$ cat src/rtl/ttds_pkg.sv
// Package for the timed target drill sequencer.
// Holds the shared types, codes and field widths; it depends on nothing.
package ttds_pkg;

    localparam int TARGET_W = 20;
    localparam int PTR_W    = 7;
    localparam int TIME_W   = 32;
    localparam int MS_W     = 16;
    localparam int CFG_W    = 20;
    localparam int CIDX_W   = 3;

    typedef enum logic [2:0] {
        OP_TICK   = 3'd0,
        OP_LOAD   = 3'd1,
        OP_START  = 3'd2,
        OP_RESUME = 3'd3,
        OP_STOP   = 3'd4
    } t_op;

    typedef enum logic [1:0] {
        KIND_PRESENT = 2'd0,
        KIND_HIDE    = 2'd1,
        KIND_DELAY   = 2'd2,
        KIND_PAUSE   = 2'd3
    } t_kind;

    typedef enum logic [1:0] {
        RUN_IDLE   = 2'd0,
        RUN_ACTIVE = 2'd1,
        RUN_PAUSED = 2'd2
    } t_run;

    typedef enum logic [1:0] {
        PH_START  = 2'd0,
        PH_FIRE   = 2'd1,
        PH_TRAVEL = 2'd2
    } t_phase;

    localparam logic [CIDX_W-1:0] CFG_TARGET_SELECT = 3'd0;
    localparam logic [CIDX_W-1:0] CFG_WORKING       = 3'd1;
    localparam logic [CIDX_W-1:0] CFG_STEP_COUNT    = 3'd2;
    localparam logic [CIDX_W-1:0] CFG_FIRE_TIMEOUT  = 3'd3;
    localparam logic [CIDX_W-1:0] CFG_FACE_TRAVEL   = 3'd4;

    typedef struct packed {
        logic [TARGET_W-1:0] target_select;
        logic [TARGET_W-1:0] working_targets;
        logic [PTR_W-1:0]    step_count;
        logic [MS_W-1:0]     fire_timeout_ms;
        logic [MS_W-1:0]     face_travel_ms;
    } t_cfg;

    typedef struct packed {
        logic [1:0]        kind;
        logic [TIME_W-1:0] time_ms;
    } t_step;

    typedef struct packed {
        logic [2:0]          op;
        logic [5:0]          step_index;
        logic [1:0]          step_kind;
        logic [TIME_W-1:0]   step_time_ms;
        logic [TARGET_W-1:0] fired_targets;
        logic                queue_ready;
    } t_item;

    typedef struct packed {
        logic                command_valid;
        logic                command_face;
        logic [TARGET_W-1:0] command_targets;
        logic [1:0]          drill_state;
        logic                drill_finished;
        logic                finished_completed;
        logic                final_hide_dropped;
        logic                request_accepted;
    } t_result;

endpackage

$ cat src/rtl/ttds_cfg_regs.sv
// Configuration register file of the drill sequencer.
// Uses ttds_pkg for the register indexes and the t_cfg struct.
module ttds_cfg_regs (
    input  logic                        i_clk,
    input  logic                        i_rst_n,
    input  logic                        i_wr_en,
    input  logic [ttds_pkg::CIDX_W-1:0] i_wr_index,
    input  logic [ttds_pkg::CFG_W-1:0]  i_wr_data,
    output ttds_pkg::t_cfg              o_cfg
);

    ttds_pkg::t_cfg r_cfg;

    always_ff @(posedge i_clk) begin
        if (!i_rst_n) begin
            r_cfg.target_select   <= '0;
            r_cfg.working_targets <= '1;
            r_cfg.step_count      <= '0;
            r_cfg.fire_timeout_ms <= 16'd600;
            r_cfg.face_travel_ms  <= '0;
        end else if (i_wr_en) begin
            unique case (i_wr_index)
                ttds_pkg::CFG_TARGET_SELECT: begin
                    r_cfg.target_select <= i_wr_data;
                end
                ttds_pkg::CFG_WORKING: begin
                    r_cfg.working_targets <= i_wr_data;
                end
                ttds_pkg::CFG_STEP_COUNT: begin
                    r_cfg.step_count <= i_wr_data[ttds_pkg::PTR_W-1:0];
                end
                ttds_pkg::CFG_FIRE_TIMEOUT: begin
                    r_cfg.fire_timeout_ms <= i_wr_data[ttds_pkg::MS_W-1:0];
                end
                ttds_pkg::CFG_FACE_TRAVEL: begin
                    r_cfg.face_travel_ms <= i_wr_data[ttds_pkg::MS_W-1:0];
                end
                default: begin
                end
            endcase
        end
    end

    assign o_cfg = r_cfg;

endmodule

$ cat src/rtl/ttds_step_mem.sv
// Step store of the drill sequencer: one write port and one registered read port.
// A write to the address being read is forwarded. Uses ttds_pkg for t_step.
module ttds_step_mem #(
    parameter int STEP_DEPTH = 64,
    parameter int ADDR_W     = 6
) (
    input  logic              i_clk,
    input  logic              i_wr_en,
    input  logic [ADDR_W-1:0] i_wr_addr,
    input  ttds_pkg::t_step   i_wr_data,
    input  logic [ADDR_W-1:0] i_rd_addr,
    output ttds_pkg::t_step   o_rd_data
);

    ttds_pkg::t_step r_mem [STEP_DEPTH];
    ttds_pkg::t_step r_rd_data;

    always_ff @(posedge i_clk) begin
        if (i_wr_en) begin
            r_mem[i_wr_addr] <= i_wr_data;
        end
    end

    always_ff @(posedge i_clk) begin
        if (i_wr_en && (i_wr_addr == i_rd_addr)) begin
            r_rd_data <= i_wr_data;
        end else begin
            r_rd_data <= r_mem[i_rd_addr];
        end
    end

    assign o_rd_data = r_rd_data;

endmodule

$ cat src/rtl/ttds_ctrl.sv
// Drill control: run state, step pointer, timers and the per-transaction result.
// Uses ttds_pkg; reads the step store through ttds_step_mem in the top level.
module ttds_ctrl #(
    parameter int STEP_DEPTH   = 64,
    parameter int TARGET_COUNT = 20,
    parameter int POLL_TICKS   = 5,
    parameter int ADDR_W       = 6
) (
    input  logic              i_clk,
    input  logic              i_rst_n,
    input  logic              i_accept,
    input  ttds_pkg::t_item   i_item,
    input  ttds_pkg::t_cfg    i_cfg,
    input  ttds_pkg::t_step   i_step,
    output logic              o_mem_wr_en,
    output logic [ADDR_W-1:0] o_mem_wr_addr,
    output ttds_pkg::t_step   o_mem_wr_data,
    output logic [ADDR_W-1:0] o_mem_rd_addr,
    output ttds_pkg::t_result o_result
);

    ttds_pkg::t_run                    r_run, n_run;
    ttds_pkg::t_phase                  r_phase, n_phase;
    logic [ttds_pkg::PTR_W-1:0]        r_ptr, n_ptr;
    logic [ttds_pkg::TIME_W-1:0]       r_wait, n_wait;
    logic [ttds_pkg::MS_W-1:0]         r_fired_wait, n_fired_wait;
    logic [2:0]                        r_poll, n_poll;
    logic [ttds_pkg::TARGET_W-1:0]     r_active, n_active;

    logic [ttds_pkg::TARGET_W-1:0]     all_mask;
    logic [ttds_pkg::TARGET_W-1:0]     start_mask;
    logic [ttds_pkg::PTR_W-1:0]        eff_count;
    logic [ttds_pkg::TIME_W-1:0]       wait_inc;
    logic [ttds_pkg::MS_W:0]           fired_sum;
    logic                              advance;
    logic                              fin;
    logic                              fin_done;
    logic                              fin_ready;

    always_comb begin
        for (int i = 0; i < ttds_pkg::TARGET_W; i++) begin
            all_mask[i] = (i < TARGET_COUNT);
        end
    end

    assign start_mask = ((i_cfg.target_select != '0) ? (i_cfg.target_select & all_mask)
                                                     : all_mask) & i_cfg.working_targets;
    assign eff_count  = (32'(i_cfg.step_count) > STEP_DEPTH) ?
                        ttds_pkg::PTR_W'(STEP_DEPTH) : i_cfg.step_count;
    assign wait_inc   = r_wait + 1'b1;
    assign fired_sum  = {1'b0, r_fired_wait} + (ttds_pkg::MS_W + 1)'(POLL_TICKS);

    always_comb begin
        n_run         = r_run;
        n_phase       = r_phase;
        n_ptr         = r_ptr;
        n_wait        = r_wait;
        n_fired_wait  = r_fired_wait;
        n_poll        = r_poll;
        n_active      = r_active;
        advance       = 1'b0;
        fin           = 1'b0;
        fin_done      = 1'b0;
        fin_ready     = 1'b0;
        o_result      = '0;
        o_mem_wr_en   = 1'b0;
        o_mem_wr_addr = ADDR_W'(i_item.step_index);
        o_mem_wr_data = '{kind: i_item.step_kind, time_ms: i_item.step_time_ms};

        if (i_accept) begin
            unique case (ttds_pkg::t_op'(i_item.op))
                ttds_pkg::OP_TICK: begin
                    if (r_run == ttds_pkg::RUN_ACTIVE) begin
                        if (r_ptr >= eff_count) begin
                            fin       = 1'b1;
                            fin_done  = 1'b1;
                            fin_ready = i_item.queue_ready;
                        end else begin
                            unique case (ttds_pkg::t_kind'(i_step.kind))
                                ttds_pkg::KIND_PRESENT: begin
                                    if (r_phase == ttds_pkg::PH_START) begin
                                        if (!i_item.queue_ready) begin
                                            fin = 1'b1;
                                        end else begin
                                            o_result.command_valid   = 1'b1;
                                            o_result.command_face    = 1'b1;
                                            o_result.command_targets = r_active;
                                            n_phase      = ttds_pkg::PH_FIRE;
                                            n_fired_wait = '0;
                                            n_poll       = '0;
                                        end
                                    end else if (r_phase == ttds_pkg::PH_FIRE) begin
                                        if (r_poll != '0) begin
                                            n_poll = r_poll - 1'b1;
                                        end else if ((i_item.fired_targets & r_active)
                                                     == r_active) begin
                                            if (i_cfg.face_travel_ms == '0) begin
                                                advance = 1'b1;
                                            end else begin
                                                n_phase = ttds_pkg::PH_TRAVEL;
                                                n_wait  = '0;
                                            end
                                        end else if (r_fired_wait >= i_cfg.fire_timeout_ms) begin
                                            fin       = 1'b1;
                                            fin_ready = i_item.queue_ready;
                                        end else begin
                                            n_poll       = 3'(POLL_TICKS - 1);
                                            n_fired_wait = fired_sum[ttds_pkg::MS_W] ?
                                                           '1 : fired_sum[ttds_pkg::MS_W-1:0];
                                        end
                                    end else begin
                                        n_wait = wait_inc;
                                        if (wait_inc >= 32'(i_cfg.face_travel_ms)) begin
                                            advance = 1'b1;
                                        end
                                    end
                                end
                                ttds_pkg::KIND_HIDE: begin
                                    if (!i_item.queue_ready) begin
                                        fin = 1'b1;
                                    end else begin
                                        o_result.command_valid   = 1'b1;
                                        o_result.command_targets = r_active;
                                        advance = 1'b1;
                                    end
                                end
                                ttds_pkg::KIND_DELAY: begin
                                    n_wait = wait_inc;
                                    if (wait_inc >= i_step.time_ms) begin
                                        advance = 1'b1;
                                    end
                                end
                                ttds_pkg::KIND_PAUSE: begin
                                    n_run = ttds_pkg::RUN_PAUSED;
                                end
                            endcase
                        end
                    end
                end
                ttds_pkg::OP_LOAD: begin
                    if ((r_run == ttds_pkg::RUN_IDLE) && (32'(i_item.step_index) < STEP_DEPTH)) begin
                        o_mem_wr_en = 1'b1;
                        o_result.request_accepted = 1'b1;
                    end
                end
                ttds_pkg::OP_START: begin
                    if ((r_run == ttds_pkg::RUN_IDLE) && (start_mask != '0)) begin
                        n_active     = start_mask;
                        n_run        = ttds_pkg::RUN_ACTIVE;
                        n_ptr        = '0;
                        n_phase      = ttds_pkg::PH_START;
                        n_wait       = '0;
                        n_fired_wait = '0;
                        n_poll       = '0;
                        o_result.request_accepted = 1'b1;
                    end
                end
                ttds_pkg::OP_RESUME: begin
                    if (r_run == ttds_pkg::RUN_PAUSED) begin
                        n_run   = ttds_pkg::RUN_ACTIVE;
                        advance = 1'b1;
                        o_result.request_accepted = 1'b1;
                    end
                end
                ttds_pkg::OP_STOP: begin
                    if (r_run != ttds_pkg::RUN_IDLE) begin
                        fin       = 1'b1;
                        fin_ready = i_item.queue_ready;
                        o_result.request_accepted = 1'b1;
                    end
                end
                default: begin
                end
            endcase
        end

        if (advance) begin
            n_ptr        = r_ptr + 1'b1;
            n_phase      = ttds_pkg::PH_START;
            n_wait       = '0;
            n_fired_wait = '0;
            n_poll       = '0;
        end

        if (fin) begin
            o_result.command_valid      = fin_ready;
            o_result.command_face       = 1'b0;
            o_result.command_targets    = fin_ready ? r_active : '0;
            o_result.drill_finished     = 1'b1;
            o_result.finished_completed = fin_done;
            o_result.final_hide_dropped = !fin_ready;
            n_run        = ttds_pkg::RUN_IDLE;
            n_phase      = ttds_pkg::PH_START;
            n_wait       = '0;
            n_fired_wait = '0;
            n_poll       = '0;
        end

        o_result.drill_state = n_run;
        o_mem_rd_addr        = ADDR_W'(n_ptr);
    end

    always_ff @(posedge i_clk) begin
        if (!i_rst_n) begin
            r_run        <= ttds_pkg::RUN_IDLE;
            r_phase      <= ttds_pkg::PH_START;
            r_ptr        <= '0;
            r_wait       <= '0;
            r_fired_wait <= '0;
            r_poll       <= '0;
            r_active     <= '0;
        end else begin
            r_run        <= n_run;
            r_phase      <= n_phase;
            r_ptr        <= n_ptr;
            r_wait       <= n_wait;
            r_fired_wait <= n_fired_wait;
            r_poll       <= n_poll;
            r_active     <= n_active;
        end
    end

endmodule

$ cat src/rtl/ttds_out_buf.sv
// Two-entry result buffer: an output register and a skid register behind it.
// Uses ttds_pkg for the t_result struct.
module ttds_out_buf (
    input  logic              i_clk,
    input  logic              i_rst_n,
    input  logic              i_accept,
    input  ttds_pkg::t_result i_result,
    input  logic              i_out_stall,
    output logic              o_full,
    output logic              o_out_valid,
    output ttds_pkg::t_result o_result
);

    logic              r_main_valid, n_main_valid;
    logic              r_skid_valid, n_skid_valid;
    ttds_pkg::t_result r_main, n_main;
    ttds_pkg::t_result r_skid, n_skid;

    always_comb begin
        n_main_valid = r_main_valid;
        n_skid_valid = r_skid_valid;
        n_main       = r_main;
        n_skid       = r_skid;
        if (!r_main_valid || !i_out_stall) begin
            if (r_skid_valid) begin
                n_main       = r_skid;
                n_main_valid = 1'b1;
                n_skid_valid = 1'b0;
            end else begin
                n_main       = i_result;
                n_main_valid = i_accept;
            end
        end else if (i_accept) begin
            n_skid       = i_result;
            n_skid_valid = 1'b1;
        end
    end

    always_ff @(posedge i_clk) begin
        if (!i_rst_n) begin
            r_main_valid <= 1'b0;
            r_skid_valid <= 1'b0;
        end else begin
            r_main_valid <= n_main_valid;
            r_skid_valid <= n_skid_valid;
        end
    end

    always_ff @(posedge i_clk) begin
        r_main <= n_main;
        r_skid <= n_skid;
    end

    assign o_full      = r_skid_valid;
    assign o_out_valid = r_main_valid;
    assign o_result    = r_main;

endmodule

$ cat src/rtl/timed_target_drill_sequencer_unit.sv
// Timed target drill sequencer, top level.
// Uses ttds_pkg, ttds_cfg_regs, ttds_step_mem, ttds_ctrl and ttds_out_buf.
//
// Usage: registers are written on the configuration channel (index and data,
// taken when i_cfg_valid and o_cfg_ready are high; o_cfg_ready is always high)
// while no drill transaction is outstanding. Requests and 1 ms ticks enter on
// the input channel and are taken when i_in_valid is high and o_in_stall is
// low. Every input transaction yields exactly one result on the output channel,
// taken when o_out_valid is high and i_out_stall is low.
// Each result is registered in the output register, or in the skid register
// while a stalled result holds it. Throughput is one transaction per cycle
// while o_in_stall is low, set by the state update and the prefetched step store read.
// When the receiver stalls, results collect in the output and skid registers;
// o_in_stall rises once both are full and falls when the output drains.
// Synchronous reset puts the drill in idle, empties the result buffer and
// restores the register defaults; the step store keeps its contents and must
// be loaded before a drill is started.
module timed_target_drill_sequencer_unit #(
    parameter int STEP_DEPTH   = 64,
    parameter int TARGET_COUNT = 20,
    parameter int POLL_TICKS   = 5
) (
    input  logic        i_clk,
    input  logic        i_rst_n,
    input  logic        i_in_valid,
    output logic        o_in_stall,
    input  logic [2:0]  i_op,
    input  logic [5:0]  i_step_index,
    input  logic [1:0]  i_step_kind,
    input  logic [31:0] i_step_time_ms,
    input  logic [19:0] i_fired_targets,
    input  logic        i_queue_ready,
    output logic        o_out_valid,
    input  logic        i_out_stall,
    output logic        o_command_valid,
    output logic        o_command_face,
    output logic [19:0] o_command_targets,
    output logic [1:0]  o_drill_state,
    output logic        o_drill_finished,
    output logic        o_finished_completed,
    output logic        o_final_hide_dropped,
    output logic        o_request_accepted,
    input  logic        i_cfg_valid,
    output logic        o_cfg_ready,
    input  logic [2:0]  i_cfg_index,
    input  logic [19:0] i_cfg_data
);

    localparam int ADDR_W = (STEP_DEPTH > 1) ? $clog2(STEP_DEPTH) : 1;

    ttds_pkg::t_cfg    cfg;
    ttds_pkg::t_item   item;
    ttds_pkg::t_step   rd_step;
    ttds_pkg::t_step   wr_step;
    ttds_pkg::t_result result;
    ttds_pkg::t_result out_result;
    logic              accept;
    logic              buf_full;
    logic              mem_wr_en;
    logic [ADDR_W-1:0] mem_wr_addr;
    logic [ADDR_W-1:0] mem_rd_addr;

    assign o_cfg_ready = 1'b1;
    assign o_in_stall  = buf_full;
    assign accept      = i_in_valid && !buf_full;

    assign item = '{op: i_op, step_index: i_step_index, step_kind: i_step_kind,
                    step_time_ms: i_step_time_ms, fired_targets: i_fired_targets,
                    queue_ready: i_queue_ready};

    ttds_cfg_regs u_cfg (
        .i_clk      (i_clk),
        .i_rst_n    (i_rst_n),
        .i_wr_en    (i_cfg_valid),
        .i_wr_index (i_cfg_index),
        .i_wr_data  (i_cfg_data),
        .o_cfg      (cfg)
    );

    ttds_step_mem #(
        .STEP_DEPTH (STEP_DEPTH),
        .ADDR_W     (ADDR_W)
    ) u_mem (
        .i_clk     (i_clk),
        .i_wr_en   (mem_wr_en),
        .i_wr_addr (mem_wr_addr),
        .i_wr_data (wr_step),
        .i_rd_addr (mem_rd_addr),
        .o_rd_data (rd_step)
    );

    ttds_ctrl #(
        .STEP_DEPTH   (STEP_DEPTH),
        .TARGET_COUNT (TARGET_COUNT),
        .POLL_TICKS   (POLL_TICKS),
        .ADDR_W       (ADDR_W)
    ) u_ctrl (
        .i_clk         (i_clk),
        .i_rst_n       (i_rst_n),
        .i_accept      (accept),
        .i_item        (item),
        .i_cfg         (cfg),
        .i_step        (rd_step),
        .o_mem_wr_en   (mem_wr_en),
        .o_mem_wr_addr (mem_wr_addr),
        .o_mem_wr_data (wr_step),
        .o_mem_rd_addr (mem_rd_addr),
        .o_result      (result)
    );

    ttds_out_buf u_out (
        .i_clk       (i_clk),
        .i_rst_n     (i_rst_n),
        .i_accept    (accept),
        .i_result    (result),
        .i_out_stall (i_out_stall),
        .o_full      (buf_full),
        .o_out_valid (o_out_valid),
        .o_result    (out_result)
    );

    assign o_command_valid      = out_result.command_valid;
    assign o_command_face       = out_result.command_face;
    assign o_command_targets    = out_result.command_targets;
    assign o_drill_state        = out_result.drill_state;
    assign o_drill_finished     = out_result.drill_finished;
    assign o_finished_completed = out_result.finished_completed;
    assign o_final_hide_dropped = out_result.final_hide_dropped;
    assign o_request_accepted   = out_result.request_accepted;

endmodule
$ cat config.mk
export PLATFORM = sky130hd
export DESIGN_NAME = timed_target_drill_sequencer_unit
export DESIGN_NICKNAME = d
export VERILOG_FILES = /design/src/rtl/ttds_pkg.sv /design/src/rtl/ttds_cfg_regs.sv /design/src/rtl/ttds_step_mem.sv /design/src/rtl/ttds_ctrl.sv /design/src/rtl/ttds_out_buf.sv /design/src/rtl/timed_target_drill_sequencer_unit.sv
export SDC_FILE = /design/constraint.sdc
export NUM_CORES = 2
export LEC_CHECK = 0
export ABC_AREA = 0
export BUFFER_PORTS_ARGS = -buffer_cell sky130_fd_sc_hd__buf_2
export CORE_MARGIN = 2
export CORE_UTILIZATION = 60
export CTS_CLUSTER_SIZE = 30
export DETAILED_ROUTE_END_ITERATION = 10
export HOLD_SLACK_MARGIN = 0.1
export PLACE_DENSITY = 0.8
export SLEW_MARGIN = 40
export SYNTH_ARGS = -nofsm -noshare
export SYNTH_HDL_FRONTEND = slang
export SYNTH_HIERARCHICAL = 1
export SYNTH_SLANG_ARGS = --single-unit
$ cat constraint.sdc
create_clock -name i_clk -period 11.7 [get_ports i_clk]
set_input_delay 1.17 -clock i_clk [delete_from_list [all_inputs] [get_ports i_clk]]
set_output_delay 1.17 -clock i_clk [all_outputs]
set_load 0.02 [all_outputs]
==> flow_summary_export.csv <==
group,metric,value,unit
timing,finalHoldViolations,0,
clock_network,worstSkewPairLatency,870,ps
route,drt_pre_antenna_iters,9,
synth,synth_fp_nets,5355,
global_routing,vias_in_the_first_global_route,52690,
timing,setup_total_negative_slack,0,ps
synth,count_of_flip_flops_with_a_built_in_enable_after_synthesis,2232,
timing,drv_slew,0,
critical_path,endpoint_kind,"flop",
finish,design_area,106600,sq um
global_routing,grt_antenna_before_repair,24,
clock_network,ctsLongestPathBuffers,3,
synth,netlist-cell-type-count,86,
flow_run,drv.max_cap_violation_count,0,
clock_network,post_cts_resize_count,0,
synth,synth_async_sr_flop_share,0,
floorplan,die_w,404.7,um
route,wl_per_cell,34.17,um
clock_network,postCtsHoldBufs,0,
floorplan,design.die.area,163800,sq um
power_and_ir_drop,pwr_density_cell,157.9,nW/um^2
floorplan,floorplan.initialDensity,0.6019,
critical_path,critPathRequiredTime,12440,ps
synth,ys_seq_elements,2401,
synth,syn-instance-count,5189,
synth,netlist_area,96320,sq um
route,drt-vias-per-instance,7.091,
clock_network,clk_pin_slew_worst_paths,60,ps
synth,synthFlopType,"edfxtp_1",
finish,final_net_count,5515,
global_routing,globalRoute.totalOverflow,0,
timing,fin_skew,33.82,ps
critical_path,worst-endpoint-arrival,7740,ps
route,total_wire_length,260400,um
synth,synth.yosys.seq_area_share,0.7310,
global_routing,grt_first_pass_wirelength,369900,um
finish,drive_gt1_frac,0.2276,
floorplan,placementRows,147,
floorplan,core-area,160000,sq um
critical_path,crit_type,"reg -> reg",
timing,tightest_pin_transition,923.9,ps
synth,synth.avg_cell_area,18.56,sq um
placed_design,port_buffers,121,
timing,clock.fmax,0.1430,GHz
clock_network,buffer_type_at_the_clock_tree_root,"clkbuf_16",
clock_network,tritoncts_clock_tree,"yes",
critical_path,startpoint_type,"flop",
finish,layout.cells.most_common,"edfxtp_1",
placed_design,routabilityCongestion,0.9435,
placed_design,placed_cells_incl_taps,7210,
power_and_ir_drop,vdd_ir_drop_max,131.1,uV
finish,flow.area_growth_from_synthesis,10.68,%
status,status,"finished clean",
finish,final_cell_mix,"edfxtp_1 (2232), mux4_2 (476), nand2_1 (273)",
global_routing,global_route_total_usage_across_every_layer,0.3171,
clock_network,htreeDepth,4,
timing,timing.final.setup_violations,0,
clock_network,postCtsSetupRepairBufs,0,
clock_network,cts.sinks,2401,
finish,layout.core_utilization,0.6662,
clock_network,cts-buffers-inserted,218,
route,drtIter0Drc,9165,
route,remaining_drc_errors,0,
route,vias,54040,
timing,grt_setup_unrepaired,"no",
floorplan,die_height,404.7,um
power_and_ir_drop,power_leakage,0.03323,uW
timing,final.period_utilization,0.5977,
power_and_ir_drop,power.total,16830,uW
critical_path,critPathMaxFanout,53,
timing,timing.final.crit_period,6993,ps
finish,layout.cells.non_filler,7621,
placed_design,post-dp-hpwl,139300,um
placed_design,cell_area_after_placement,99450,sq um
synth,yosysWarningCount,6,
floorplan,num_io_pins,123,
route,antenna_left,0,
min_path,hold_path.class,"reg -> reg",
global_routing,largest_net_degree_at_the_start_of_global_routing,116,
timing,slew-limit-headroom,0.3841,
==> worst paths after layout <==
kind	start	end	slack, ps	cells after the start
worst min register to register	u_ctrl/r_wait[11]$_SDFFE_PP0P_	u_ctrl/r_wait[11]$_SDFFE_PP0P_	450	2
worst max-delay path	flop	u_ctrl/r_wait[19]$_SDFFE_PP0P_	4710	16
worst min-delay path	u_ctrl/r_wait[11]$_SDFFE_PP0P_	u_ctrl/r_wait[11]$_SDFFE_PP0P_	450	2
worst max register to register	flop	u_ctrl/r_wait[19]$_SDFFE_PP0P_	4710	16
==> cell usage after synthesis, types with 33 or more instances <==
cell type / n / area, sq um
dfxtp_1: 169 / 3383
buf_2: 71 / 355.3
nand4_1: 73 / 456.7
nand2_1: 274 / 1028
nand2b_1: 41 / 256.5
ha_1: 74 / 925.9
o22ai_1: 58 / 362.9
a21oi_1: 76 / 380.4
inv_1: 94 / 352.8
a22oi_1: 81 / 608.1
mux2i_1: 245 / 2452
o221ai_1: 65 / 569.3
buf_4: 82 / 615.6
mux2_2: 39 / 439.2
nor2_1: 152 / 570.6
edfxtp_1: 2232 / 67020
o21ai_0: 83 / 415.4
a31oi_1: 33 / 206.5
clkbuf_1: 130 / 488.0
nand3_1: 145 / 725.7
mux4_2: 476 / 10720
nor2b_1: 102 / 638.1
==> kinds of logic after synthesis <==
family,count (synthesis),synth area share
AOI/OAI and AO/OA,541,0.04053
muxes,769,0.1427
adders and majority gates,74,0.009613
DFF,2401,0.7310
buffers and inverters,433,0.02378
and+or+nand+nor,936,0.04925
xor gates and xnor gates,34,0.003092
other,1,0.00003893
==> worst max-delay path, cell delays in order (launching register included) <==
cell	delay (ps)
dfxtp_4	750
buf_4	670
or2_2	740
o221ai_1	530
o22ai_1	740
and3_1	290
inv_1	70
ha_1	300
a21oi_1	180
o211ai_1	150
o221ai_1	190
a31oi_1	80
a2111oi_0	390
o31ai_1	190
a22oi_4	330
nand3b_4	670
a311oi_2	470
==> metrics by stage <==
stage                     hold slack, ps  worst slack, ps
after global routing               481.5             4412
after detailed placement           444.4             4888
after CTS                          453.0             4807
after floorplan                    431.9             6730
final                              453.4             4707
after global placement             440.1             4863
==> sequential cells by signal, summed over array words and instances (netlist names), named ones only <==
name / flops
u_ctrl/r_phase: 2
u_out/o_out_valid: 1
u_cfg/o_cfg: 79
u_ctrl/r_active: 20
u_ctrl/r_wait: 32
u_ctrl/r_run: 2
u_ctrl/r_fired_wait: 16
u_out/o_full: 1
u_out/r_skid: 28
u_out/o_result: 28
u_ctrl/r_poll: 3
u_ctrl/r_ptr: 7
u_mem/r_mem: 2176
==> report_power, final <==
part           internal [uW]  switching, uW  total, uW
clock                   3920           3170       7090
sequential              9390           11.8       9400
combinational           71.7            271        342
total                  13400           3450      16800
==> layer usage <==
| layer | vias up | GRT usage | part of all wire |
|---|---|---|---|
| met5 | - | 0 | 0.00071 |
| met3 | 763 | 0.09111 | 0.13 |
| li1 | 21320 | - | - |
| met1 | 27620 | 0.4205 | 0.35 |
| met4 | 30 | 0.1542 | 0.055 |
| met2 | 4304 | 0.4876 | 0.47 |
==> final cells by class <==
type	count	area (sq um)
clock buffer	270	5828
sequential	2401	70420
tap	2086	2610
fill	9751	53410
clock inverter	124	1184
timing repair buffer	279	1963
inverter	94	352.8
antenna	12	30.03
multi-input combinational	2355	24220
Power figures use the tool's default switching activity.
